==> src/design/lpdd_pkg.sv <==
// package for the linear probe duplicate detector
// holds payload structs, controller commands and status, state codes and hash constants
// no dependencies
package lpdd_pkg;

  localparam int unsigned NUM_SLOTS_DEF  = 1024;
  localparam int unsigned ID_W           = 64;
  localparam int unsigned HALF_W         = ID_W / 2;
  localparam int unsigned HASH_SHIFT     = 33;
  localparam logic [ID_W-1:0] HASH_MUL   = 64'hff51afd7ed558ccd;
  localparam int unsigned MUL_STEPS      = 3;
  localparam int unsigned RED_STEPS      = 3;

  localparam logic [1:0] ST_NEW  = 2'd0;
  localparam logic [1:0] ST_DUP  = 2'd1;
  localparam logic [1:0] ST_FULL = 2'd2;

  typedef struct packed {
    logic [ID_W-1:0] id_low;
    logic [ID_W-1:0] id_high;
    logic            first_of_set;
  } item_t;

  typedef struct packed {
    logic [1:0] status;
    logic       all_distinct;
  } result_t;

  typedef struct packed {
    logic load;
    logic clear_step;
    logic mul_step;
    logic reduce_step;
    logic read;
    logic check;
  } cmd_t;

  typedef struct packed {
    logic wipe_needed;
    logic clear_last;
    logic mul_last;
    logic reduce_last;
    logic hit_empty;
    logic hit_match;
    logic probe_last;
  } stat_t;

  typedef enum logic [2:0] {
    S_INIT,
    S_IDLE,
    S_WIPE,
    S_MUL,
    S_REDUCE,
    S_READ,
    S_CHECK
  } state_t;

endpackage

==> src/design/lpdd_ctrl.sv <==
// controller state machine for the linear probe duplicate detector
// sequences clearing, hashing, reduction and probing; depends on lpdd_pkg
module lpdd_ctrl
  import lpdd_pkg::*;
(
  input  logic  clk,
  input  logic  rst,
  input  logic  start,
  output logic  busy,
  output cmd_t  cmd,
  input  stat_t stat
);

  state_t state;
  state_t state_next;

  always_ff @(posedge clk) begin
    if (rst) begin
      state <= S_INIT;
    end else begin
      state <= state_next;
    end
  end

  always_comb begin
    state_next = state;
    cmd        = '0;
    busy       = (state != S_IDLE);
    case (state)
      S_INIT: begin
        cmd.clear_step = 1'b1;
        if (stat.clear_last) begin
          state_next = S_IDLE;
        end
      end
      S_IDLE: begin
        if (start) begin
          cmd.load   = 1'b1;
          state_next = stat.wipe_needed ? S_WIPE : S_MUL;
        end
      end
      S_WIPE: begin
        cmd.clear_step = 1'b1;
        if (stat.clear_last) begin
          state_next = S_MUL;
        end
      end
      S_MUL: begin
        cmd.mul_step = 1'b1;
        if (stat.mul_last) begin
          state_next = S_REDUCE;
        end
      end
      S_REDUCE: begin
        cmd.reduce_step = 1'b1;
        if (stat.reduce_last) begin
          state_next = S_READ;
        end
      end
      S_READ: begin
        cmd.read   = 1'b1;
        state_next = S_CHECK;
      end
      S_CHECK: begin
        cmd.check = 1'b1;
        if (stat.hit_empty || stat.hit_match || stat.probe_last) begin
          state_next = S_IDLE;
        end else begin
          state_next = S_READ;
        end
      end
      default: begin
        state_next = S_IDLE;
      end
    endcase
  end

endmodule

==> config.mk <==
export PLATFORM = sky130hd
export DESIGN_NAME = lpdd_ctrl
export DESIGN_NICKNAME = d
export VERILOG_FILES = /design/src/design/lpdd_pkg.sv /design/src/design/lpdd_ctrl.sv
export SDC_FILE = /design/constraint.sdc
export NUM_CORES = 1
export LEC_CHECK = 0
export ABC_AREA = 1
export BUFFER_PORTS_ARGS = -buffer_cell sky130_fd_sc_hd__buf_2
export CAP_MARGIN = 10
export CORE_AREA = 10 10 47 49
export DETAILED_ROUTE_END_ITERATION = 10
export DIE_AREA = 0 0 57 59
export GPL_ROUTABILITY_DRIVEN = 0
export GPL_TIMING_DRIVEN = 0
export SLEW_MARGIN = 20
export SYNTH_ARGS = -nofsm -noshare
export SYNTH_HDL_FRONTEND = slang
export SYNTH_SLANG_ARGS = --single-unit
export TNS_END_PERCENT = 20
==> constraint.sdc <==
create_clock -name clk -period 1.8 [get_ports clk]
set_clock_uncertainty 0.15 [all_clocks]
set_input_delay 0.36 -clock clk [delete_from_list [all_inputs] [get_ports clk]]
set_output_delay 0.36 -clock clk [all_outputs]
set_load 0.01 [all_outputs]
Word-level counts from Yosys, hierarchy flattened. Index checks and enable logic that the tools add are counted.

Bits in read-only memories: 0. Bits of input ports: 10. Register bits: 3. Bits in latches: 0. Memories: 0. Word-level logic and storage cells: 33. Bits in writable memories: 0. Output and inout port bits: 7.

Eq/ne operators: 12. Shift-type cells: 0. Multiplexer cells: 15. Multiply operators: 0. Add/subtract/negate cells: 0. Reduce and logical (&&, ||, !) cells: 5. Bitwise gates (word level): 0. Order comparisons: 0. Div/mod/pow operators: 0.

Operator list (count): one-hot mux 3 bit (7 select lines) (1); 2-to-1 mux 3 bit (6); inequality test 2 bit (second input constant) (5); == test 3 bit (second input constant) (3); 2-to-1 mux 1 bit (8); == test 3 x 2 -> 1 bit (second input constant) (2); AND reduction 5 bit (1); == test 3 x 1 -> 1 bit (second input constant) (1); logical NOT 3 bit (1); inequality test 3 x 1 -> 1 bit (second input constant) (1); logical OR 1 bit (2); OR reduction 2 bit (1).

Logic depth before layout (Yosys ltp). Gate-level depths: netlist of run 1.

Depth in word-level cells: 4. Gate-level depth with buffers: 8. Depth with buffers taken out: 7.

Worst setup path after synthesis of run 1. No wires, ideal clock.

Path kind: reg-to-output. Start point: register state[0]. End point: output cmd[1] (netlist name). Required time: 1290 ps. Arrival: 815 ps. Cell stages (with the launch flop): 6. Path buffers: 1. Path slack: 475 ps. Cells stage by stage: dfxtp_1 > buf_4 > inv_1 > nor2_1 > inv_1 > nor2_1.

RTL lines: start, declared (line lpdd_ctrl.sv:14) `state_t state;`; start signal, assigned (line lpdd_ctrl.sv:21) `state <= state_next;`; end, declared (line lpdd_ctrl.sv:10) `output cmd_t cmd,`.

==> run metrics, run 1 <==
status finished clean; Yosys reg bits 3; syn_nets 64; syn_area_per_cell 5.607 µm²; clk sink count 3; CTS tree yes; Largest Register state; WP data required 1.29 ns; Peak supply drop 0.2029 mV; initial DRC count 6; Worst-path clk slew 0.04 ns; Post-Syn Area 302.8 µm²; GR Overflow Total 0; H-tree depth 1; Die Span X between 50 and 60 µm; Slew headroom 81.91%; setup slack after layout roughly 0.12 ns; Cell Count Post-Placement 86; Layout Nets 85; Global Route Usage Sum 5.491%; antenna violations before repair 0; Root Driver clkbuf_4; setup violators final 0; period utilisation layout 93.19%; share of cells above drive strength 1 between 40% and 50%; Worst R2R Path Depth 8; number of flip-flops in the largest register 3; Period minus WS final 1.677 ns; Final Hold Viols 0; Initial Utilization 21.61%; vias in the first global route 374; Ys Warns 0; post-route setup TNS 0 ns; worst reg2reg path startpoint state[0]; post-synthesis sequential area ratio between 15 and 20%; kind of critical path flop to output port; largest net degree at the start of global routing 10; Via density 4.222; CP Launch Point state[0]; worst skew pair latency 0.24 ns; crit start category flop; filler instances 176; area of the die around 3400 µm²; CTS buffer count 3; core region area 1401 µm²; area of the multi-input gates 188.9 µm²; worst slew pin tran between 0.2 and 0.3 ns; pre-CTS setup slack between 0.3 and 0.4 ns; cts hold-fix bufs 0; Std-Cell Rows 14; area delta synth->final 42.56%; Max Cap Viol 0; ANT cells 0; detailed-router iteration count before antenna repair 4; Max Slew Vio Count 0; Netlist cell types 14; Worst Min Path Start rst; Leak around 0.25 nW; worst min path class input port to flop; Die Span Y 59 µm; # IOs 17; synthesized instance count 54; Tot Pwr approximately 0.33 mW; Min-Delay Path Depth 4; FMAX 596.2 MHz; biggest regs state (3); crit path DAT 1.17 ns; PwrDens about 770 nW/µm²; clock tree buffer depth 2; via count 380; final WL 882 µm; first-pass GRT wire length 1442 µm; Non-Filler Instances 90; maximum fanout along the worst path 8; DRC 0; ANT nets after route 0; FF/Latch Area 60.06 µm²; DP HPWL 720.9 µm; wire per inst 9.800 µm; Critical Path Sink Type output port; port buffer count 16
path summary, 6_finish.rpt:
path	to	slack, ns
min	state[2]	0.24
max reg2reg	state[1]	0.56
min reg2reg	state[2]	0.49
max	cmd[1]	0.12
stage by stage:
step,hold slack [ns],util [%],cell area (µm²)
finish,0.2368,30.80,431.7
global placement,0.4797,28.75,402.9
CTS,0.2345,30.63,429.2
detailed placement,0.4839,28.75,402.9
global route,0.2501,30.80,431.7
floorplan,0.3770,-,302.8
cells in the final DEF (no fill, tap or decap):
master	n
inv_2	1
clkbuf_1	1
a21oi_1	1
nor3_1	4
buf_2	16
a21oi_2	1
nand2_1	9
nor2_2	3
nand3_1	5
nand3_2	1
inv_1	10
nor2_1	10
o21bai_2	1
dfxtp_1	3
nand2_2	3
clkbuf_4	3
buf_4	2
power breakdown:
| group | switching (mW) | internal [mW] | total, mW |
|---|---|---|---|
| Combinational | 0.0786 | 0.0551 | 0.134 |
| Clock | 0.0359 | 0.0831 | 0.119 |
| Sequential | 0.00419 | 0.0750 | 0.0792 |
metal layers:
layer / GRT usage, % / part of all wire, %
met4: 6.040 / 1.8
met5: 0 / 0
met1: 5.589 / 44
met3: 2.790 / 10
met2: 7.597 / 44
worst max-delay path, cell delays in order, from the launching register on:
cell	delay (ns)
dfxtp_1	0.30
buf_4	0.15
inv_1	0.08
nor2_2	0.11
inv_1	0.07
nor2_1	0.08
buf_2	0.14
final cells by class:
cell class,count,share of cell area (%)
tap,16,4.638
clock buffer,4,6.087
inverter,11,9.565
buffer,2,3.478
timing repair buffer,16,18.55
sequential,3,13.91
multi-input combinational,38,43.77
synthesized netlist by cell type, drive strengths merged:
master  instances  area [µm²]
a21oi           2       13.76
buf             2       15.01
dfxtp           3       60.06
inv            11       41.29
nand2          12       52.55
nand3           6       35.03
nor2           13       53.80
nor3            4       20.02
o21bai          1       11.26
logic make-up after synthesis:
logic type             after synthesis  synth area share [%]
AOI/OAI and AO/OA                    3                 8.263
DFF                                  3                 19.84
and+or+nand+nor                     35                 53.30
buffers and inverters               13                 18.59
repair_timing:
| action | CTS | global route |
|---|---|---|
| endpoints found under the hold margin | 0 | 0 |
| setup buffers | 0 | 0 |
| resized for setup | 0 | 1 |
| setup endpoints to repair | 0 | 1 |
Note: power is estimated with default switching activity, not from simulation.
==> inputs of run 2 (changes only) <==
--- a/config.mk
+++ b/config.mk
@@ -6,11 +6,11 @@
 export NUM_CORES = 1
 export LEC_CHECK = 0
 export ABC_AREA = 1
-export BUFFER_PORTS_ARGS = -buffer_cell sky130_fd_sc_hd__buf_2
 export CAP_MARGIN = 10
 export CORE_AREA = 10 10 47 49
 export DETAILED_ROUTE_END_ITERATION = 10
 export DIE_AREA = 0 0 57 59
+export DONT_BUFFER_PORTS = 1
 export GPL_ROUTABILITY_DRIVEN = 0
 export GPL_TIMING_DRIVEN = 0
 export SLEW_MARGIN = 20
==> run 2 against run 1 <==
Register-to-register slack lost 0.14 ns. Combinational power decreased by 15%. Critical path depth is 4 lower. Largest power group is now the clock network. Hold slack got worse by 0.073 ns. Sequential power hardly changed. Critical path type unchanged. Via count is 11% lower. Critical endpoint is now cmd[2].
==> run metrics, run 2 (same netlist as run 1, synthesis figures left out) <==
crit start category flop (unchanged); wire per inst 11.34 µm (was 9.800 µm); CTS tree yes (unchanged); switching share of power 35.65% (was 35.75%); port buffer count 0 (was 16); # IOs 17 (unchanged); first-pass GRT wire length 1311 µm (was 1442 µm); initial DRC count 8 (was 6); via count 339 (was 380); core region area 1401 µm² (unchanged); Critical Path Sink Type output port (unchanged); worst skew pair latency 0.23 ns (was 0.24 ns); crit path DAT 1.17 ns (about the same); Die Span X 57 µm (unchanged); GR Overflow Total 0 (unchanged); Period minus WS final 1.679 ns (was 1.677 ns); Sequential Power Share 25.7% (was 23.9%); worst slew pin tran 0.4194 ns (was 0.2710 ns); pre-CTS setup slack 0.3381 ns (was 0.3232 ns); area of the die 3363 µm² (unchanged); Max Slew Vio Count 0 (unchanged); Peak supply drop 0.2163 mV (was 0.2029 mV); Slew headroom 71.82% (was 81.91%); Final Hold Viols 0 (unchanged); clock tree buffer depth 2 (unchanged); vias in the first global route 276 (was 374); Internal Power 0.1982 mW (was 0.2133 mW); number of flip-flops in the largest register 3 (unchanged); Logic pwr share 36.9% (was 40.3%); area delta synth->final 16.12% (was 42.56%); Initial Utilization 21.61% (unchanged); Layout Nets 69 (was 85); DRC 0 (unchanged); Largest Register state (unchanged); worst min path class input port to flop (unchanged); Cell Area, Placed 322.8 µm² (was 402.9 µm²); largest net degree at the start of global routing 10 (unchanged); post-route setup TNS 0 ns (unchanged); maximum fanout along the worst path 7 (was 8); status finished clean (unchanged); ANT cells 0 (unchanged); FMAX 595.5 MHz (was 596.2 MHz); Die Span Y 59 µm (unchanged); most frequent cells in the layout inv_1, nor2_1, nand2_1 (was buf_2, inv_1, nor2_1); Root Driver clkbuf_4 (unchanged); clk sink count 3 (unchanged); share of cells above drive strength 1 25.86% (was 41.89%); biggest regs state (3) (unchanged); Leak 0.1807 nW (was 0.2498 nW); Max Cap Viol 0 (unchanged); detailed-router iteration count before antenna repair 4 (unchanged); H-tree depth 1 (unchanged); period utilisation layout 93.29% (was 93.19%); ANT nets after route 0 (unchanged); kind of critical path flop to output port (unchanged); filler instances 171 (was 176); DP HPWL 696.2 µm (was 720.9 µm); NetSw 0.1098 mW (was 0.1187 mW); CTS buffer count 3 (unchanged); Via density 4.581 (was 4.222); setup violators final 0 (unchanged); WP data required 1.29 ns (about the same); setup slack after layout 0.1208 ns (was 0.1226 ns); cell area after layout 351.6 µm² (was 431.7 µm²); final WL 839 µm (was 882 µm); unrepaired setup endpoints after global routing no; PwrDens 876.0 nW/µm² (was 769.0 nW/µm²); antenna violations before repair 0 (unchanged); Clk pwr share 37.4% (was 35.8%); Std-Cell Rows 14 (unchanged); Global Route Usage Sum 5.052% (was 5.491%); cts hold-fix bufs 0 (unchanged); Worst-path clk slew 0.03 ns (was 0.04 ns)
[run 2: cell count changes in the layout (fill, tap and decap cells not counted)]
cell | previous run | this run
buf_2 | 16 | 0
[run 2: path summary, 6_finish.rpt]
kind / start / endpoint / slack, ns / depth (start not counted)
hold reg to reg: state[2] / state[2] / 0.50 / 2
setup reg to reg: state[0] / state[1] / 0.42 / 8
setup / recovery: state[2] / cmd[2] / 0.12 / 2
hold / removal: rst / state[1] / 0.16 / 3
[run 2: routing by layer]
metal | GRT usage (%) | part of all wire, % | up-vias
met4 | 5.034 | 0 | 0
met1 | 5.924 | 40 | 148
li1 | - | - | 171
met2 | 6.047 | 46 | 20
met5 | 0 | 0 | -
met3 | 2.790 | 14 | 0
[run 2: power groups by stage]
stage	clock network, mW	registers, mW	logic (mW)
floorplan	0	0.0794	0.0963
global placement	0	0.0802	0.111
detailed placement	0	0.0805	0.113
CTS	0.121	0.0795	0.114
global route	0.130	0.0802	0.131
finish	0.115	0.0792	0.114
[run 2: final cells by class]
| cell class | count | area, µm² | area share (%) |
|---|---|---|---|
| buffer | 2 | 15.01 | 4.270 |
| clock buffer | 4 | 26.28 | 7.473 |
| inverter | 11 | 41.29 | 11.74 |
| multi-input combinational | 38 | 188.9 | 53.74 |
| sequential | 3 | 60.06 | 17.08 |
| tap | 16 | 20.02 | 5.694 |
[run 2: timing repair]
item	4_1_cts	5_1_grt
setup buffers	0	0
gates resized for setup	0	1
endpoints found under the setup margin	0	1
[run 2: worst max-delay path, stage by stage (launching register included)]
cell and delay (ns):
dfxtp_1 0.46, inv_2 0.12, nor3_1 0.35
[run 2: per-stage QoR]
step | hold WS [ns] | cells | utilization, % | total power, mW
6_report | 0.1635 | 74 | 25.09 | 0.3080
5_1_grt | 0.1618 | 74 | 25.09 | 0.3406
4_1_cts | 0.1505 | 74 | 24.91 | 0.3144
3_5_place_dp | 0.3974 | 70 | 23.04 | 0.1939
3_3_place_gp | 0.3949 | 70 | 23.04 | 0.1917
2_1_floorplan | 0.3770 | 54 | - | 0.1757
